==> config.mk <==
export PLATFORM = sky130hd
export DESIGN_NAME = section_container_parser
export DESIGN_NICKNAME = d
export VERILOG_FILES = /design/src/hw/rtl/scp_pkg.sv /design/src/hw/rtl/section_container_parser.sv /design/src/hw/rtl/scp_regs.sv /design/src/hw/rtl/scp_core.sv
export SDC_FILE = /design/constraint.sdc
export NUM_CORES = 1
export LEC_CHECK = 0
export ABC_AREA = 1
export BUFFER_PORTS_ARGS = -buffer_cell sky130_fd_sc_hd__buf_2
export CAP_MARGIN = 20
export CORE_MARGIN = 4
export CORE_UTILIZATION = 40
export DETAILED_ROUTE_END_ITERATION = 16
export PLACE_DENSITY = 0.64
export SLEW_MARGIN = 20
export SYNTH_ARGS = -nofsm -noshare
export SYNTH_HDL_FRONTEND = slang
export SYNTH_SLANG_ARGS = --single-unit
==> constraint.sdc <==
create_clock -name clk -period 7.6 [get_ports clk]
set_input_delay 0.38 -clock clk [delete_from_list [all_inputs] [get_ports clk]]
set_output_delay 0.38 -clock clk [all_outputs]
set_load 0.1 [all_outputs]
==> src/hw/rtl/scp_pkg.sv <==
package scp_pkg;

  localparam int unsigned SECTION_LIMIT_DEF = 8;
  localparam int unsigned NAME_LIMIT = 64;

  localparam int unsigned TOTAL_W = 16;
  localparam int unsigned OFFSET_W = 17;
  localparam int unsigned ADDR_W = 3;
  localparam int unsigned DATA_W = 32;

  // Magic "DLCr", first byte in the low lane.
  localparam logic [31:0] MAGIC_WORD = 32'h7243_4C44;

  localparam logic [1:0] KIND_HDR  = 2'd0;
  localparam logic [1:0] KIND_NAME = 2'd1;
  localparam logic [1:0] KIND_DATA = 2'd2;
  localparam logic [1:0] KIND_IGN  = 2'd3;

  localparam logic [2:0] ST_BUSY      = 3'd0;
  localparam logic [2:0] ST_COMPLETE  = 3'd1;
  localparam logic [2:0] ST_BAD_MAGIC = 3'd2;
  localparam logic [2:0] ST_BAD_COUNT = 3'd3;
  localparam logic [2:0] ST_BAD_NAME  = 3'd4;
  localparam logic [2:0] ST_TRUNC     = 3'd5;

  localparam logic [ADDR_W-3:0] REG_TOTAL_LENGTH = '0;

  typedef struct packed {
    logic [7:0] byte_in;
    logic       start_req;
  } scp_in_t;

  typedef struct packed {
    logic [1:0] kind;
    logic [2:0] section_index;
    logic [7:0] value;
    logic       section_done;
    logic [2:0] status;
  } scp_out_t;

endpackage

==> src/hw/rtl/section_container_parser.sv <==
// Channel | Ports                          | Item
// input   | in_valid, in_ready, in_data    | one container byte and a restart flag
// output  | out_valid, out_ready, out_data | byte tag, section, value, done mark, status
// config  | psel, penable, pwrite, paddr   | total_length at byte address 0
//
// Each item passes from acceptance through the input register and then the result
// register, and one item is accepted per cycle while the output is not stalled.
// The parser state advances once per byte, which sets this rate.
// Reset is synchronous and active low; it clears the parser and total_length.
// A stalled result holds the input register, and in_ready falls only when both are full.
module section_container_parser #(
  parameter int unsigned SECTION_LIMIT = scp_pkg::SECTION_LIMIT_DEF
) (
  input  logic                       clk,
  input  logic                       rst_n,
  input  logic                       in_valid,
  output logic                       in_ready,
  input  scp_pkg::scp_in_t           in_data,
  output logic                       out_valid,
  input  logic                       out_ready,
  output scp_pkg::scp_out_t          out_data,
  input  logic                       psel,
  input  logic                       penable,
  input  logic                       pwrite,
  input  logic [scp_pkg::ADDR_W-1:0] paddr,
  input  logic [scp_pkg::DATA_W-1:0] pwdata,
  output logic [scp_pkg::DATA_W-1:0] prdata,
  output logic                       pready
);
  import scp_pkg::*;

  logic               ir_vld_r, ir_vld_nxt;
  scp_in_t            ir_r;
  logic               out_vld_r, out_vld_nxt;
  scp_out_t           out_r;
  scp_out_t           result;
  logic               fire;
  logic [TOTAL_W-1:0] total_length;

  scp_regs u_regs (
    .clk          (clk),
    .rst_n        (rst_n),
    .psel         (psel),
    .penable      (penable),
    .pwrite       (pwrite),
    .paddr        (paddr),
    .pwdata       (pwdata),
    .prdata       (prdata),
    .pready       (pready),
    .total_length (total_length)
  );

  scp_core #(
    .SECTION_LIMIT (SECTION_LIMIT)
  ) u_core (
    .clk          (clk),
    .rst_n        (rst_n),
    .step         (fire),
    .item         (ir_r),
    .total_length (total_length),
    .result       (result)
  );

  assign fire = ir_vld_r && (!out_vld_r || out_ready);
  assign in_ready = !ir_vld_r || fire;

  always_comb begin
    ir_vld_nxt = ir_vld_r;
    if (in_valid && in_ready) begin
      ir_vld_nxt = 1'b1;
    end else if (fire) begin
      ir_vld_nxt = 1'b0;
    end
    out_vld_nxt = out_vld_r;
    if (fire) begin
      out_vld_nxt = 1'b1;
    end else if (out_ready) begin
      out_vld_nxt = 1'b0;
    end
  end

  always_ff @(posedge clk) begin
    if (!rst_n) begin
      ir_vld_r <= 1'b0;
      out_vld_r <= 1'b0;
    end else begin
      ir_vld_r <= ir_vld_nxt;
      out_vld_r <= out_vld_nxt;
    end
  end

  always_ff @(posedge clk) begin
    if (in_valid && in_ready) begin
      ir_r <= in_data;
    end
    if (fire) begin
      out_r <= result;
    end
  end

  assign out_valid = out_vld_r;
  assign out_data = out_r;

`ifndef SYNTH
  a_stall_only_when_full: assert property (@(posedge clk) disable iff (!rst_n)
    !in_ready |-> (ir_vld_r && out_vld_r && !out_ready))
    else $error("input stalled with room downstream");

  a_ignored_untagged: assert property (@(posedge clk) disable iff (!rst_n)
    (out_valid && out_data.kind == KIND_IGN) |->
      (out_data.section_index == 3'd0 && !out_data.section_done))
    else $error("ignored item carries a section tag");

  a_done_status: assert property (@(posedge clk) disable iff (!rst_n)
    (out_valid && out_data.section_done) |->
      (out_data.status == ST_BUSY || out_data.status == ST_COMPLETE))
    else $error("section done with an error status");
`endif

endmodule

==> src/hw/rtl/scp_regs.sv <==
module scp_regs (
  input  logic                        clk,
  input  logic                        rst_n,
  input  logic                        psel,
  input  logic                        penable,
  input  logic                        pwrite,
  input  logic [scp_pkg::ADDR_W-1:0]  paddr,
  input  logic [scp_pkg::DATA_W-1:0]  pwdata,
  output logic [scp_pkg::DATA_W-1:0]  prdata,
  output logic                        pready,
  output logic [scp_pkg::TOTAL_W-1:0] total_length
);
  import scp_pkg::*;

  logic [TOTAL_W-1:0] total_length_r;
  logic [TOTAL_W-1:0] total_length_nxt;
  logic               hit;

  assign pready = 1'b1;
  assign hit = (paddr[ADDR_W-1:2] == REG_TOTAL_LENGTH);

  always_comb begin
    total_length_nxt = total_length_r;
    if (psel && penable && pwrite && pready && hit) begin
      total_length_nxt = pwdata[TOTAL_W-1:0];
    end
  end

  always_ff @(posedge clk) begin
    if (!rst_n) begin
      total_length_r <= '0;
    end else begin
      total_length_r <= total_length_nxt;
    end
  end

  assign prdata = hit ? {{(DATA_W-TOTAL_W){1'b0}}, total_length_r} : '0;
  assign total_length = total_length_r;

endmodule

==> src/hw/rtl/scp_core.sv <==
module scp_core #(
  parameter int unsigned SECTION_LIMIT = scp_pkg::SECTION_LIMIT_DEF
) (
  input  logic                        clk,
  input  logic                        rst_n,
  input  logic                        step,
  input  scp_pkg::scp_in_t            item,
  input  logic [scp_pkg::TOTAL_W-1:0] total_length,
  output scp_pkg::scp_out_t           result
);
  import scp_pkg::*;

  localparam int unsigned SL_W = $clog2(SECTION_LIMIT + 1);

  localparam logic [2:0] PH_MAGIC = 3'd0;
  localparam logic [2:0] PH_COUNT = 3'd1;
  localparam logic [2:0] PH_NLEN  = 3'd2;
  localparam logic [2:0] PH_NAME  = 3'd3;
  localparam logic [2:0] PH_DLEN  = 3'd4;
  localparam logic [2:0] PH_DATA  = 3'd5;
  localparam logic [2:0] PH_HALT  = 3'd6;

  logic [2:0]          phase_r, phase_nxt;
  logic [1:0]          fbc_r, fbc_nxt;
  logic [31:0]         acc_r, acc_nxt;
  logic [SL_W-1:0]     sl_r, sl_nxt;
  logic [2:0]          sec_r, sec_nxt;
  logic [OFFSET_W-1:0] off_r, off_nxt;
  logic [TOTAL_W-1:0]  bl_r, bl_nxt;
  logic [2:0]          vd_r, vd_nxt;

  logic [OFFSET_W-1:0] pos;
  logic [31:0]         full;
  logic [32:0]         reach;
  logic [OFFSET_W:0]   head_end;
  logic [7:0]          b;
  logic [1:0]          kind;
  logic [2:0]          sec_out;
  logic                done;

  always_comb begin
    b = item.byte_in;
    phase_nxt = phase_r;
    fbc_nxt = fbc_r;
    acc_nxt = acc_r;
    sl_nxt = sl_r;
    sec_nxt = sec_r;
    off_nxt = off_r;
    bl_nxt = bl_r;
    vd_nxt = vd_r;
    if (item.start_req) begin
      phase_nxt = PH_MAGIC;
      fbc_nxt = '0;
      acc_nxt = '0;
      sl_nxt = '0;
      sec_nxt = '0;
      off_nxt = '0;
      bl_nxt = '0;
      vd_nxt = ST_BUSY;
    end
    kind = KIND_IGN;
    sec_out = '0;
    done = 1'b0;
    pos = off_nxt;
    full = acc_nxt | ({24'd0, b} << {fbc_nxt, 3'b000});
    reach = {16'd0, pos + OFFSET_W'(1)} + {1'b0, full};
    head_end = {1'b0, pos} + (OFFSET_W + 1)'(4);
    if (phase_nxt == PH_HALT || vd_nxt != ST_BUSY) begin
      phase_nxt = PH_HALT;
    end else begin
      off_nxt = pos + OFFSET_W'(1);
      unique case (phase_nxt)
        PH_MAGIC: begin
          kind = KIND_HDR;
          if (pos == '0 && total_length < TOTAL_W'(8)) begin
            vd_nxt = ST_TRUNC;
          end else if (b != MAGIC_WORD[{fbc_nxt, 3'b000} +: 8]) begin
            vd_nxt = ST_BAD_MAGIC;
          end else if (fbc_nxt == 2'd3) begin
            fbc_nxt = '0;
            acc_nxt = '0;
            phase_nxt = PH_COUNT;
          end else begin
            fbc_nxt = fbc_nxt + 2'd1;
          end
        end
        PH_COUNT, PH_NLEN, PH_DLEN: begin
          kind = KIND_HDR;
          if (phase_nxt != PH_COUNT) begin
            sec_out = sec_nxt;
          end
          if (phase_nxt != PH_COUNT && fbc_nxt == 2'd0
              && head_end > {2'b00, total_length}) begin
            vd_nxt = ST_TRUNC;
          end else if (fbc_nxt != 2'd3) begin
            acc_nxt = full;
            fbc_nxt = fbc_nxt + 2'd1;
          end else begin
            fbc_nxt = '0;
            acc_nxt = '0;
            if (phase_nxt == PH_COUNT) begin
              if (full == '0 || full > 32'(SECTION_LIMIT)) begin
                vd_nxt = ST_BAD_COUNT;
              end else begin
                sl_nxt = full[SL_W-1:0];
                sec_nxt = '0;
                phase_nxt = PH_NLEN;
              end
            end else if (phase_nxt == PH_NLEN) begin
              if (full == '0 || full >= 32'(NAME_LIMIT)) begin
                vd_nxt = ST_BAD_NAME;
              end else if (reach > {17'd0, total_length}) begin
                vd_nxt = ST_TRUNC;
              end else begin
                bl_nxt = full[TOTAL_W-1:0];
                phase_nxt = PH_NAME;
              end
            end else begin
              if (reach > {17'd0, total_length}) begin
                vd_nxt = ST_TRUNC;
              end else if (full == '0) begin
                done = 1'b1;
              end else begin
                bl_nxt = full[TOTAL_W-1:0];
                phase_nxt = PH_DATA;
              end
            end
          end
        end
        PH_NAME: begin
          kind = KIND_NAME;
          sec_out = sec_nxt;
          bl_nxt = bl_nxt - TOTAL_W'(1);
          if (bl_nxt == '0) begin
            phase_nxt = PH_DLEN;
            fbc_nxt = '0;
            acc_nxt = '0;
          end
        end
        PH_DATA: begin
          kind = KIND_DATA;
          sec_out = sec_nxt;
          bl_nxt = bl_nxt - TOTAL_W'(1);
          if (bl_nxt == '0) begin
            done = 1'b1;
          end
        end
        default: begin
          phase_nxt = PH_HALT;
        end
      endcase
      if (done) begin
        sl_nxt = sl_nxt - SL_W'(1);
        if (sl_nxt == '0) begin
          vd_nxt = ST_COMPLETE;
          phase_nxt = PH_HALT;
        end else begin
          sec_nxt = sec_nxt + 3'd1;
          phase_nxt = PH_NLEN;
          fbc_nxt = '0;
          acc_nxt = '0;
        end
      end
    end
    result.kind = kind;
    result.section_index = sec_out;
    result.value = b;
    result.section_done = done;
    result.status = vd_nxt;
  end

  always_ff @(posedge clk) begin
    if (!rst_n) begin
      phase_r <= PH_MAGIC;
      fbc_r <= '0;
      acc_r <= '0;
      sl_r <= '0;
      sec_r <= '0;
      off_r <= '0;
      bl_r <= '0;
      vd_r <= ST_BUSY;
    end else if (step) begin
      phase_r <= phase_nxt;
      fbc_r <= fbc_nxt;
      acc_r <= acc_nxt;
      sl_r <= sl_nxt;
      sec_r <= sec_nxt;
      off_r <= off_nxt;
      bl_r <= bl_nxt;
      vd_r <= vd_nxt;
    end
  end

`ifndef SYNTH
  a_halt_has_verdict: assert property (@(posedge clk) disable iff (!rst_n)
    (phase_r == PH_HALT) |-> (vd_r != ST_BUSY))
    else $error("halted parser without a verdict");

  a_complete_halted: assert property (@(posedge clk) disable iff (!rst_n)
    (vd_r == ST_COMPLETE) |-> (phase_r == PH_HALT))
    else $error("complete verdict while the parser still runs");

  a_sections_bounded: assert property (@(posedge clk) disable iff (!rst_n)
    sl_r <= SL_W'(SECTION_LIMIT))
    else $error("section count above limit");
`endif

endmodule
# Word-level counts from Yosys, hierarchy flattened
# Cells that the tools add are included.
# totals
register_bits	124
input_bits	51
output_inout_bits	52
# classes
n_addsub	7
order_cmp	5
n_eq_ne	10
shifts	2
n_mux	103
n_bitwise	2
reduce_logical	27
# op_table
operator	count
2-to-1 mux 32 bit	10
2-to-1 mux 16 bit	11
2-to-1 mux 3 bit	41
case mux 32 bit (3 select lines)	1
2-to-1 mux 4 bit	9
2-to-1 mux 17 bit	2
adder 17 x 32 -> 33 bit	1
> comparator 33 x 16 -> 1 bit	1
greater-or-equal comparator 32 x 7 -> 1 bit (second input constant)	1
> comparator 32 x 4 -> 1 bit (second input constant)	1
logical NOT 32 bit	1
OR 32 bit	1
case mux 16 bit (2 select lines)	1
indexed part select 32 x 6 -> 8 bit (first input constant)	1
left shift 8 x 5 -> 32 bit	1
2-to-1 mux 2 bit	10
adder 17 x 3 -> 18 bit (second input constant)	1
> comparator 18 x 16 -> 1 bit	1
adder 17 x 1 -> 17 bit (second input constant)	1
logical NOT 17 bit	1
logical NOT 16 bit	1
< comparator 16 x 4 -> 1 bit (second input constant)	1
subtractor 16 x 1 -> 16 bit (second input constant)	1
2-to-1 mux 1 bit	12
other kinds (26)	44

# Logic depth before layout (Yosys ltp)
# Gate-level depths: netlist (run 1).
# logic_depth
depth_word	16
ltp_mapped	48

# By module
# Synthesis (run 1) repeated with hierarchy kept, for this count alone.
# unflattened
cells_unflattened	2376
area_unflattened_um2	13661.9
# modules_own_cells
module	n_inst	cells_per_inst	area_per_inst_um2
scp_core	1	2176	11717.5
scp_regs	1	161	1068.5
section_container_parser	1	39	875.8

# Least setup slack after synthesis (run 1)
# No wires, ideal clock.
# synth_timing
path_type	register -> register
start	reg ir_r[0] in the netlist's numbering
end	reg out_r, in the netlist out_data[2] (data pin)
arrival_ns	5.694
required_ns	7.344
setup_slack_ns	1.651
path_stages_with_launch	47
synth_period_minus_slack_ns	5.949
path_cell_list	edfxtp_1 -> inv_2 -> buf_6 -> buf_6 -> buf_6 -> buf_6 -> clkbuf_1 -> buf_1 -> nand2_1 -> inv_1 -> ha_1 -> clkbuf_1 -> inv_1 -> xor2_1 -> ha_1 -> a21o_1 -> a21oi_1 -> nor2_1 -> (+11 left out) -> nand2_1 -> nand2_1 -> nand2_1 -> nand2_1 -> nand2_1 -> nand2_1 -> nand3_1 -> nor2_1 -> nand2_1 -> nor2_2 -> nand2_1 -> nor2_2 -> buf_2 -> nand2_1 -> nand4_1 -> nand3_1 -> nand2_1 -> nand2_1
# synth_rtl
element	line	rtl
start, declared	section_container_parser.sv:33	scp_in_t ir_r;
start signal, assigned	section_container_parser.sv:94	ir_r <= in_data;
end signal, assigned	section_container_parser.sv:97	out_r <= result;
end, declared	section_container_parser.sv:35	scp_out_t out_r;

# Final worst setup path (run 1)
# layout_timing
start	reg ir_r[0] in the netlist's numbering
end	reg u_core.acc_r[28]
# layout_between
elab_chain_cells	16
elab_cells_between_ends	66
# layout_rtl
element	line	rtl
branches (longest 15 deep; another with adder 17 x 32 -> 33 bit)	--	
2-to-1 mux 32 bit (*)	scp_core.sv:68	if (phase_nxt == PH_HALT || vd_nxt != ST_BUSY) begin
end signal, assigned	scp_core.sv:185	acc_r <= acc_nxt;
end, declared	scp_core.sv:25	logic [31:0] acc_r, acc_nxt;
# Mark *: on every way between the ends. The select of a mux whose other input is x is not followed.
# A chain may end at the register's enable or synchronous reset.

==> results of run 1 <==
## through the flow
step           total power [W]   util  worst slack [ps]  cells  hold slack [ps]
2_1_floorplan          0.00132      -              1650   1961              445
3_3_place_gp           0.00149  0.425              1280   2323              451
3_5_place_dp           0.00150  0.425              1200   2323              456
4_1_cts                0.00234  0.445              1160   2355              103
5_1_grt                0.00246  0.445               590   2355              106
6_report               0.00233  0.445              1100   2355              124
## flip-flops by register name (all words and copies together), names as in the netlist
name,count
u_core.phase_r,3
u_core.sl_r,4
out_valid,1
u_core.acc_r,32
out_data,17
ir_r,9
u_core.vd_r,3
u_regs.total_length,16
ir_vld_r,1
u_core.bl_r,16
u_core.fbc_r,2
u_core.sec_r,3
u_core.off_r,17
## final timing paths
| check | end | depth (start not counted) |
|---|---|---|
| worst min-delay path | ir_r[1]$_DFFE_PP_ | 1 |
| worst max register to register | u_core.acc_r[28]$_SDFFE_PN0P_ | 33 |
| worst min register to register | u_core.acc_r[7]$_SDFFE_PN0P_ | 2 |
| worst max-delay path | u_core.acc_r[28]$_SDFFE_PN0P_ | 33 |
## placed cells by master (no fill, tap or decap), drive strengths merged, types with 9 or more instances in the layout
cell,instances
inv,239
nor4,21
ha,61
nor2,173
dfxtp,98
nor3,24
a31oi,9
clkbuf,18
buf,82
nand4,37
o21ai,129
edfxtp,26
a21oi,219
xor2,36
o31ai,17
nand2,507
nand3,185
conb,17
o211ai,21
## worst max-delay path: cells and delay by family, from the launching register on
family	cells	cell delay (ps)
adder cells (fa/ha/maj)	3	990
flip-flops	1	420
buffers and inverters	5	950
XOR/XNOR	2	520
AO/OA/AOI/OAI	6	1040
AND/OR/NAND/NOR	17	2390
## power by group
group	switching [W]	leakage (nW)	internal [W]	total, W
clock	0.000349	0.280	0.000489	0.000838
combinational	0.000560	4.87	0.000197	0.000756
sequential	0.0000255	1.05	0.000710	0.000735
total	0.000934	6.19	0.00140	0.00233
## area by class of cell
class | instances | area (sq um)
clock buffers | 18 | 429
flip-flops and latches | 124 | 2740
fillers | 3084 | 16100
inverters | 237 | 890
repair buffers | 82 | 448
multi-input cells | 1496 | 7730
clock inverters | 14 | 158
well taps | 384 | 480
## cell families (layout without fill, tap and decap cells)
group,Yosys count,after routing,share of synthesized area
AO/OA/AOI/OAI,419,419,0.196
XOR/XNOR,41,41,0.0303
adder cells (fa/ha/maj),62,62,0.0661
buffers and inverters,341,351,0.122
flip-flops,124,124,0.231
other,2,17,0.000633
AND/OR/NAND/NOR,957,957,0.353
## layer usage
| metal | GRT usage | up-vias | part of all wire |
|---|---|---|---|
| li1 | - | 6482 | - |
| met1 | 0.316 | 6027 | 0.44 |
| met2 | 0.396 | 440 | 0.47 |
| met3 | 0.0355 | 62 | 0.067 |
| met4 | 0.0650 | 0 | 0.022 |
| met5 | 0 | - | 0 |
==> results.sh, run 1 <==
export IMPL_slowest_delay_ps=420
export IMPL_fmax_mhz=154
export IMPL_ctsHoldBuffers=0
export IMPL_leakage_nw=6.19
export IMPL_fin_nets=2071
export IMPL_ys_top_cells_by_area="dfxtp_1, nand2_1, a21oi_1, nand3_1, inv_1"
export IMPL_gr_total_overflow=0
export IMPL_synth_ff_type="dfxtp_1"
export IMPL_cp_arrival_ps=6800
export IMPL_route_detailed_drc=0
export IMPL_worstSetupStartpoint="ir_r[0]$_DFFE_PP_"
export IMPL_die_h_um=180
export IMPL_post_cts_buffers=0
export IMPL_cp_required_ps=7890
export IMPL_syn_area_sq_um=11900
export IMPL_dpl_instance_area_sq_um=12300
export IMPL_crit_path_top_delay_cell="edfxtp_1"
export IMPL_track_usage=0.235
export IMPL_vias=13011
export IMPL_ant_nets=0
export IMPL_post_cts_resized=0
export IMPL_gp_congestion=0.956
export IMPL_yosysTopAreaCell="dfxtp_1"
export IMPL_grt_pass1_wl_um=63200
export IMPL_ys_seq_area_frac=0.231
export IMPL_area_delta_synth_final_pct=8.61
export IMPL_setup_viol=0
export IMPL_postSynthCellCount=1946
export IMPL_ys_top_cells_by_count="nand2_1, inv_1, a21oi_1, nand3_1, nor2_1"
export IMPL_grt_pass1_vias=11866
export IMPL_ys_ff_latch=124
export IMPL_cts_sinks=124
export IMPL_via_per_inst=5.52
export IMPL_critPathCaptureType="register"
export IMPL_rsz0062_at_grt="no"
export IMPL_yosys_warnings=0
export IMPL_cts_tree="done"
export IMPL_final_area_sq_um=12900
export IMPL_slew_viol_final=0
export IMPL_cts_max_path_buffers=2
export IMPL_wl_per_cell_um=16.8
export IMPL_skew_ps=12.8
export IMPL_crit_type="reg -> reg"
export IMPL_dieWidth_um=180
export IMPL_r2r_setup_slack_ps=1100
export IMPL_synth_most_common_cell="nand2_1"
export IMPL_finalCriticalPeriod_ps=6500
export IMPL_start_util=0.410
export IMPL_setup_tns_ps=0
export IMPL_synth_top_area_share=0.165
export IMPL_cts_clk_slew_worst_paths_ps=70
export IMPL_cp_start_kind="register"
export IMPL_n_antenna_cell=0
export IMPL_worstMarginPinSlew_ps=964
export IMPL_synth_edf_count=26
export IMPL_drtIter0Drc=1157
export IMPL_htreeDepth=4
export IMPL_rows=62
export IMPL_maxCapViolCount=0
export IMPL_status="finished, final reports clean"
export IMPL_grt_max_degree=86
export IMPL_async_reset_ff_frac=0
export IMPL_min_path_type="in -> reg"
export IMPL_drive_gt1_frac=0.0913
export IMPL_hold_viol_final=0
export IMPL_path_common_cell="nand2_1"
export IMPL_slew_headroom=0.355
export IMPL_period_share=0.856
export IMPL_drtPass1Iterations=6
export IMPL_hpwl_um=29000
export IMPL_io_buffers=67
export IMPL_crit_fanout=20
export IMPL_numCtsBuffers=17
export IMPL_root_buffer="clkbuf_16"
export IMPL_irDropWorstVdd_v=0.000179
export IMPL_avgSynthCellArea_sq_um=6.09
export IMPL_rr_startpoint="ir_r[0]$_DFFE_PP_"
export IMPL_dieArea_sq_um=32500
export IMPL_powerDensity_nw_per_um2=181
export IMPL_coreArea_sq_um=28900
export IMPL_min_from="in_data[1]"
export IMPL_antenna_found_initial=0
export IMPL_wirelength_um=39600
export IMPL_clk_latency_ps=430
export IMPL_ys_types=57
export IMPL_ios=103
Note: power is estimated with default switching activity, not from simulation.
==> run 2: changes to the inputs <==
- BUFFER_PORTS_ARGS: -buffer_cell sky130_fd_sc_hd__buf_2 -> -buffer_cell sky130_fd_sc_hd__clkbuf_2
==> run 2 against run 1 <==
Compared with the run above: setup slack worse by 3.8 ps; largest power group unchanged; cell area up 0.11%; fmax about the same.
==> results.sh, run 2 (synthesis results as in run 1) <==
export IMPL_slowest_delay_ps=420
export IMPL_antenna_found_initial=0
export IMPL_wl_per_cell_um=17.0
export IMPL_root_buffer="clkbuf_16"
export IMPL_dpl_instance_area_sq_um=12300
export IMPL_grt_pass1_vias=12050
export IMPL_crit_fanout=20
export IMPL_track_usage=0.239
export IMPL_grt_max_degree=84
export IMPL_cp_required_ps=7890
export IMPL_setup_tns_ps=0
export IMPL_grt_pass1_wl_um=63900
export IMPL_gr_usage_met3=0.0317
export IMPL_final_area_sq_um=12900
export IMPL_slew_viol_final=0
export IMPL_drtPass1Iterations=6
export IMPL_route_detailed_drc=0
export IMPL_grt_busiest_layer="met2"
export IMPL_met1_usage=0.316
export IMPL_numCtsBuffers=17
export IMPL_ios=103
export IMPL_critPathCaptureType="register"
export IMPL_final_cell_mix="nand2_1, inv_1, a21oi_1"
export IMPL_gr_total_overflow=0
export IMPL_htreeDepth=4
export IMPL_ctsHoldBuffers=0
export IMPL_ant_nets=0
export IMPL_leakage_nw=6.20
export IMPL_cts_max_path_buffers=2
export IMPL_post_cts_buffers=0
export IMPL_vias=13094
export IMPL_worstMarginPinSlew_ps=1050
export IMPL_drtIter0Drc=1137
export IMPL_dieWidth_um=180
export IMPL_period_share=0.856
export IMPL_coreArea_sq_um=28900
export IMPL_crit_buf_inv=5
export IMPL_io_buffers=67
export IMPL_cp_arrival_ps=6800
export IMPL_setup_viol=0
export IMPL_path_depth=39
export IMPL_dieArea_sq_um=32500
export IMPL_rsz0062_at_grt="no"
export IMPL_wirelength_um=40200
export IMPL_cp_start_kind="register"
export IMPL_largest_register="u_core.acc_r"
export IMPL_gp_congestion=0.962
export IMPL_hold_viol_final=0
export IMPL_n_antenna_cell=0
export IMPL_clk_latency_ps=440
export IMPL_largest_reg_flops=32
export IMPL_area_delta_synth_final_pct=8.73
export IMPL_hpwl_um=29300
export IMPL_path_delay_family="simple AND/OR/NAND/NOR gates"
export IMPL_min_path_cells=1
export IMPL_finalCriticalPeriod_ps=6510
export IMPL_worstRegToRegCells=39
export IMPL_post_cts_resized=0
export IMPL_slew_headroom=0.297
export IMPL_crit_type="reg -> reg"
export IMPL_path_common_cell="nand2_1"
export IMPL_via_per_inst=5.56
export IMPL_rows=62
export IMPL_cts_sinks=124
export IMPL_skew_ps=10.5
export IMPL_setup_slack_ps=1090
export IMPL_layout_commonest_cell="nand2_1"
export IMPL_dp_slack_ps=1210
export IMPL_use_met2=0.403
export IMPL_start_util=0.410
export IMPL_cts_tree="done"
export IMPL_min_path_type="in -> reg"
export IMPL_irDropWorstVdd_v=0.000154
export IMPL_drive_gt1_frac=0.0922
export IMPL_fmax_mhz=154
export IMPL_maxCapViolCount=0
export IMPL_fin_nets=2073
export IMPL_cts_clk_slew_worst_paths_ps=60
export IMPL_powerDensity_nw_per_um2=182
export IMPL_status="finished, final reports clean"
export IMPL_die_h_um=180
export IMPL_crit_path_top_delay_cell="edfxtp_1"
==> run 2: area by class of cell <==
class                   instances  area (sq um)
clock buffers                  18           429
fillers                      3091         16000
multi-input cells            1496          7720
inverters                     237           890
flip-flops and latches        124          2740
well taps                     384           480
repair buffers                 84           463
clock inverters                14           160
==> run 2: metal layers <==
layer,wire [um],vias to the layer above
met5,0,-
met4,1150,0
met1,17900,6122
met2,18800,416
met3,2300,76
li1,-,6480
==> run 2: per-stage QoR <==
stage | total power (W) | cells | util | hold WS (ps)
final | 0.00235 | 2357 | 0.445 | 119
after global routing | 0.00247 | 2357 | 0.445 | 105
after CTS | 0.00235 | 2357 | 0.445 | 102
after detailed placement | 0.00150 | 2325 | 0.425 | 457
after global placement | 0.00149 | 2324 | 0.425 | 451
after floorplan | 0.00132 | 1961 | - | 445
==> run 2: worst paths after layout <==
kind	start	end	slack, ps
min	in_data[3]	ir_r[3]$_DFFE_PP_	120
max	ir_r[0]$_DFFE_PP_	u_core.acc_r[28]$_SDFFE_PN0P_	1090
max reg2reg	ir_r[0]$_DFFE_PP_	u_core.acc_r[28]$_SDFFE_PN0P_	1090
min reg2reg	u_core.acc_r[3]$_SDFFE_PN0P_	u_core.acc_r[3]$_SDFFE_PN0P_	460
==> run 2: power breakdown <==
part / leakage (nW) / internal (W) / switching [W]
clock: 0.286 / 0.000491 / 0.000356
sequential: 1.05 / 0.000710 / 0.0000262
combinational: 4.87 / 0.000197 / 0.000566
==> run 3: changes to the inputs <==
- ABC_AREA: 1 -> unset
- PLACE_DENSITY: 0.64 -> 0.65
- SYNTH_HIERARCHICAL: unset -> 1
==> run 3 against run 2 <==
Compared with the run above: cell count down 25%; largest power group unchanged; largest cell class unchanged; clock skew up 3.3 ps; clock power down 0.7%; critical endpoint is now u_core/bl_r[2]$_SDFFE_PN0P_; sequential share of layout area up 1.9 points; sequential cell count unchanged.
==> results.sh, run 3 <==
export IMPL_ys_top_cells_by_count="nand2_1, nor2_1, a21oi_1, dfxtp_1, o21ai_0"
export IMPL_min_path_type="in -> reg"
export IMPL_fmax_mhz=142
export IMPL_postSynthCellCount=1398
export IMPL_finalCriticalPeriod_ps=7060
export IMPL_setup_viol=0
export IMPL_grt_pass1_wl_um=55400
export IMPL_synth_xor_area_share=0.0407
export IMPL_final_cells=1769
export IMPL_drtIter0Drc=1267
export IMPL_antenna_found_initial=0
export IMPL_avgSynthCellArea_sq_um=7.69
export IMPL_drtPass1Iterations=7
export IMPL_yosysTopAreaCell="dfxtp_1"
export IMPL_powerDensity_nw_per_um2=163
export IMPL_final_cell_mix="nand2_1, nor2_1, a21oi_1"
export IMPL_gr_total_overflow=0
export IMPL_worstMarginPinSlew_ps=990
export IMPL_critPathCaptureType="register"
export IMPL_skew_ps=13.8
export IMPL_cp_required_ps=7950
export IMPL_synth_edf_count=26
export IMPL_synth_most_common_cell="nand2_1"
export IMPL_ys_top_cells_by_area="dfxtp_1, edfxtp_1, ha_1, a21oi_1, nand2_1"
export IMPL_cp_start_kind="register"
export IMPL_root_buffer="clkbuf_16"
export IMPL_ctsHoldBuffers=0
export IMPL_async_reset_ff_frac=0
export IMPL_crit_type="reg -> reg"
export IMPL_coreArea_sq_um=26300
export IMPL_dieWidth_um=172
export IMPL_gp_congestion=0.965
export IMPL_start_util=0.409
export IMPL_synth_top_area_share=0.182
export IMPL_largest_register="u_core/acc_r"
export IMPL_dpl_instance_area_sq_um=11200
export IMPL_rows=59
export IMPL_synth_top_family_by_area="compound AO/OA/AOI/OAI gates"
export IMPL_ant_nets=0
export IMPL_leakage_nw=4.61
export IMPL_wirelength_um=35500
export IMPL_synth_ff_type="dfxtp_1"
export IMPL_via_per_inst=6.16
export IMPL_slew_viol_final=0
export IMPL_cts_max_path_buffers=2
export IMPL_cts_clk_slew_worst_paths_ps=70
export IMPL_dieArea_sq_um=29600
export IMPL_io_buffers=67
export IMPL_muxShareOfSynthArea=0.0321
export IMPL_yosys_warnings=6
export IMPL_ios=103
export IMPL_whs_ps=113
export IMPL_numCtsBuffers=17
export IMPL_fin_nets=1533
export IMPL_route_detailed_drc=0
export IMPL_cts_tree="done"
export IMPL_area_delta_synth_final_pct=10.1
export IMPL_grt_pass1_vias=9964
export IMPL_slew_headroom=0.335
export IMPL_cts_sinks=124
export IMPL_die_h_um=172
export IMPL_syn_area_sq_um=10800
export IMPL_hpwl_um=25800
export IMPL_ys_seq_area_frac=0.255
export IMPL_cp_arrival_ps=7410
export IMPL_nFillCells=2656
export IMPL_vias=10894
export IMPL_irDropWorstVdd_v=0.000125
export IMPL_drive_gt1_frac=0.131
export IMPL_synth_simple_area_share=0.255
export IMPL_ys_ff_latch=124
export IMPL_maxCapViolCount=0
export IMPL_synthAdderAreaFrac=0.0728
export IMPL_synth_compound_area_frac=0.263
export IMPL_htreeDepth=4
export IMPL_wl_per_cell_um=20.1
export IMPL_ys_types=97
export IMPL_placed_cells_incl_taps=1736
export IMPL_layout_commonest_cell="nand2_1"
export IMPL_post_cts_buffers=0
export IMPL_rsz0062_at_grt="no"
export IMPL_largest_reg_flops=32
export IMPL_period_share=0.929
export IMPL_final_area_sq_um=11800
export IMPL_hold_viol_final=0
export IMPL_grt_max_degree=55
export IMPL_crit_fanout=12
export IMPL_status="finished, final reports clean"
export IMPL_track_usage=0.235
export IMPL_setup_tns_ps=0
export IMPL_clk_latency_ps=440
export IMPL_final_util=0.450
-- run 3: cell types whose count changed after synthesis, sizes merged, moves of 16 or more --
cell and change:
nor2 -48, nor3 +16, a21oi -107, a22o +37, xnor2 +29, mux2i +30, xor2 -20, nor2b +38
inv -170, nand3 -146, o21ai -57, nand4 -18, nand2 -371
-- run 3: final cells by class --
class	count	area [sq um]	area share
clock inverters	14	135	0.0114
diodes	1	2.50	0.000211
clock buffers	18	450	0.0381
repair buffers	104	613	0.0518
multi-input cells	1108	7230	0.611
flip-flops and latches	124	2740	0.232
inverters	65	244	0.0206
well taps	335	419	0.0354
-- run 3: per-layer routing --
layer  share of wire  wire [um]  global-route usage  vias up
met5               0          0                   0        -
met4           0.028        998              0.0755        0
met3           0.086       3070              0.0450       79
met2            0.45      15800               0.363      559
met1            0.44      15600               0.332     5118
li1                -          -                   -     5138
-- run 3: worst max-delay path: stages, from the launching register on --
cell and delay [ps]:
edfxtp_1 470, buf_4 220, nor2b_1 250, ha_1 400, inv_1 160, nor4_1 290
buf_4 180, xor2_1 210, ha_1 340, a31oi_1 160, o21ai_0 210, or2_2 370
a21o_1 180, a21oi_1 170, xnor2_1 170, ha_1 300, a2111oi_0 410, a41oi_1 240
nor2_1 140, o2111ai_1 220, nor4_4 440, nand3_2 310, or4_4 580, a221o_1 360
a211oi_2 210
-- run 3: metrics by stage --
stage | power (W) | setup WS [ps]
after global routing | 0.00199 | 36.7
after CTS | 0.00192 | 294
final | 0.00193 | 541
after global placement | 0.00109 | 441
after detailed placement | 0.00109 | 381
after floorplan | 0.000999 | 48.9
-- run 3: cell families (layout without fill, tap and decap cells) --
logic type | Yosys count | in the layout
and+or+nand+nor | 530 | 530
AOI/OAI and AO/OA | 415 | 415
buffers and inverters | 181 | 201
DFF | 124 | 124
adders and majority gates | 62 | 62
xor gates and xnor gates | 50 | 50
muxes | 34 | 34
other | 2 | 18
-- run 3: final timing paths --
| kind | slack, ps | depth (start not counted) | to | start |
|---|---|---|---|---|
| setup / recovery | 540 | 24 | u_core/bl_r[2]$_SDFFE_PN0P_ | ir_r[0]$_DFFE_PP_ |
| hold / removal | 110 | 1 | ir_r[4]$_DFFE_PP_ | in_data[4] |
| setup reg to reg | 540 | 24 | u_core/bl_r[2]$_SDFFE_PN0P_ | ir_r[0]$_DFFE_PP_ |
| hold reg to reg | 480 | 2 | u_regs/total_length[8]$_SDFFE_PN0P_ | u_regs/total_length[8]$_SDFFE_PN0P_ |
-- run 3: what timing repair did --
| action | in CTS | in global routing |
|---|---|---|
| endpoints found under the setup margin | 0 | 44 |
| gates resized for setup | 0 | 3 |
| hold endpoints to repair | 0 | 0 |
-- run 3: power breakdown --
group	internal (W)	leakage, nW	total [W]	switching, W
registers	0.000690	1.04	0.000706	0.0000167
clock network	0.000457	0.286	0.000841	0.000385
logic	0.0000993	3.29	0.000381	0.000281
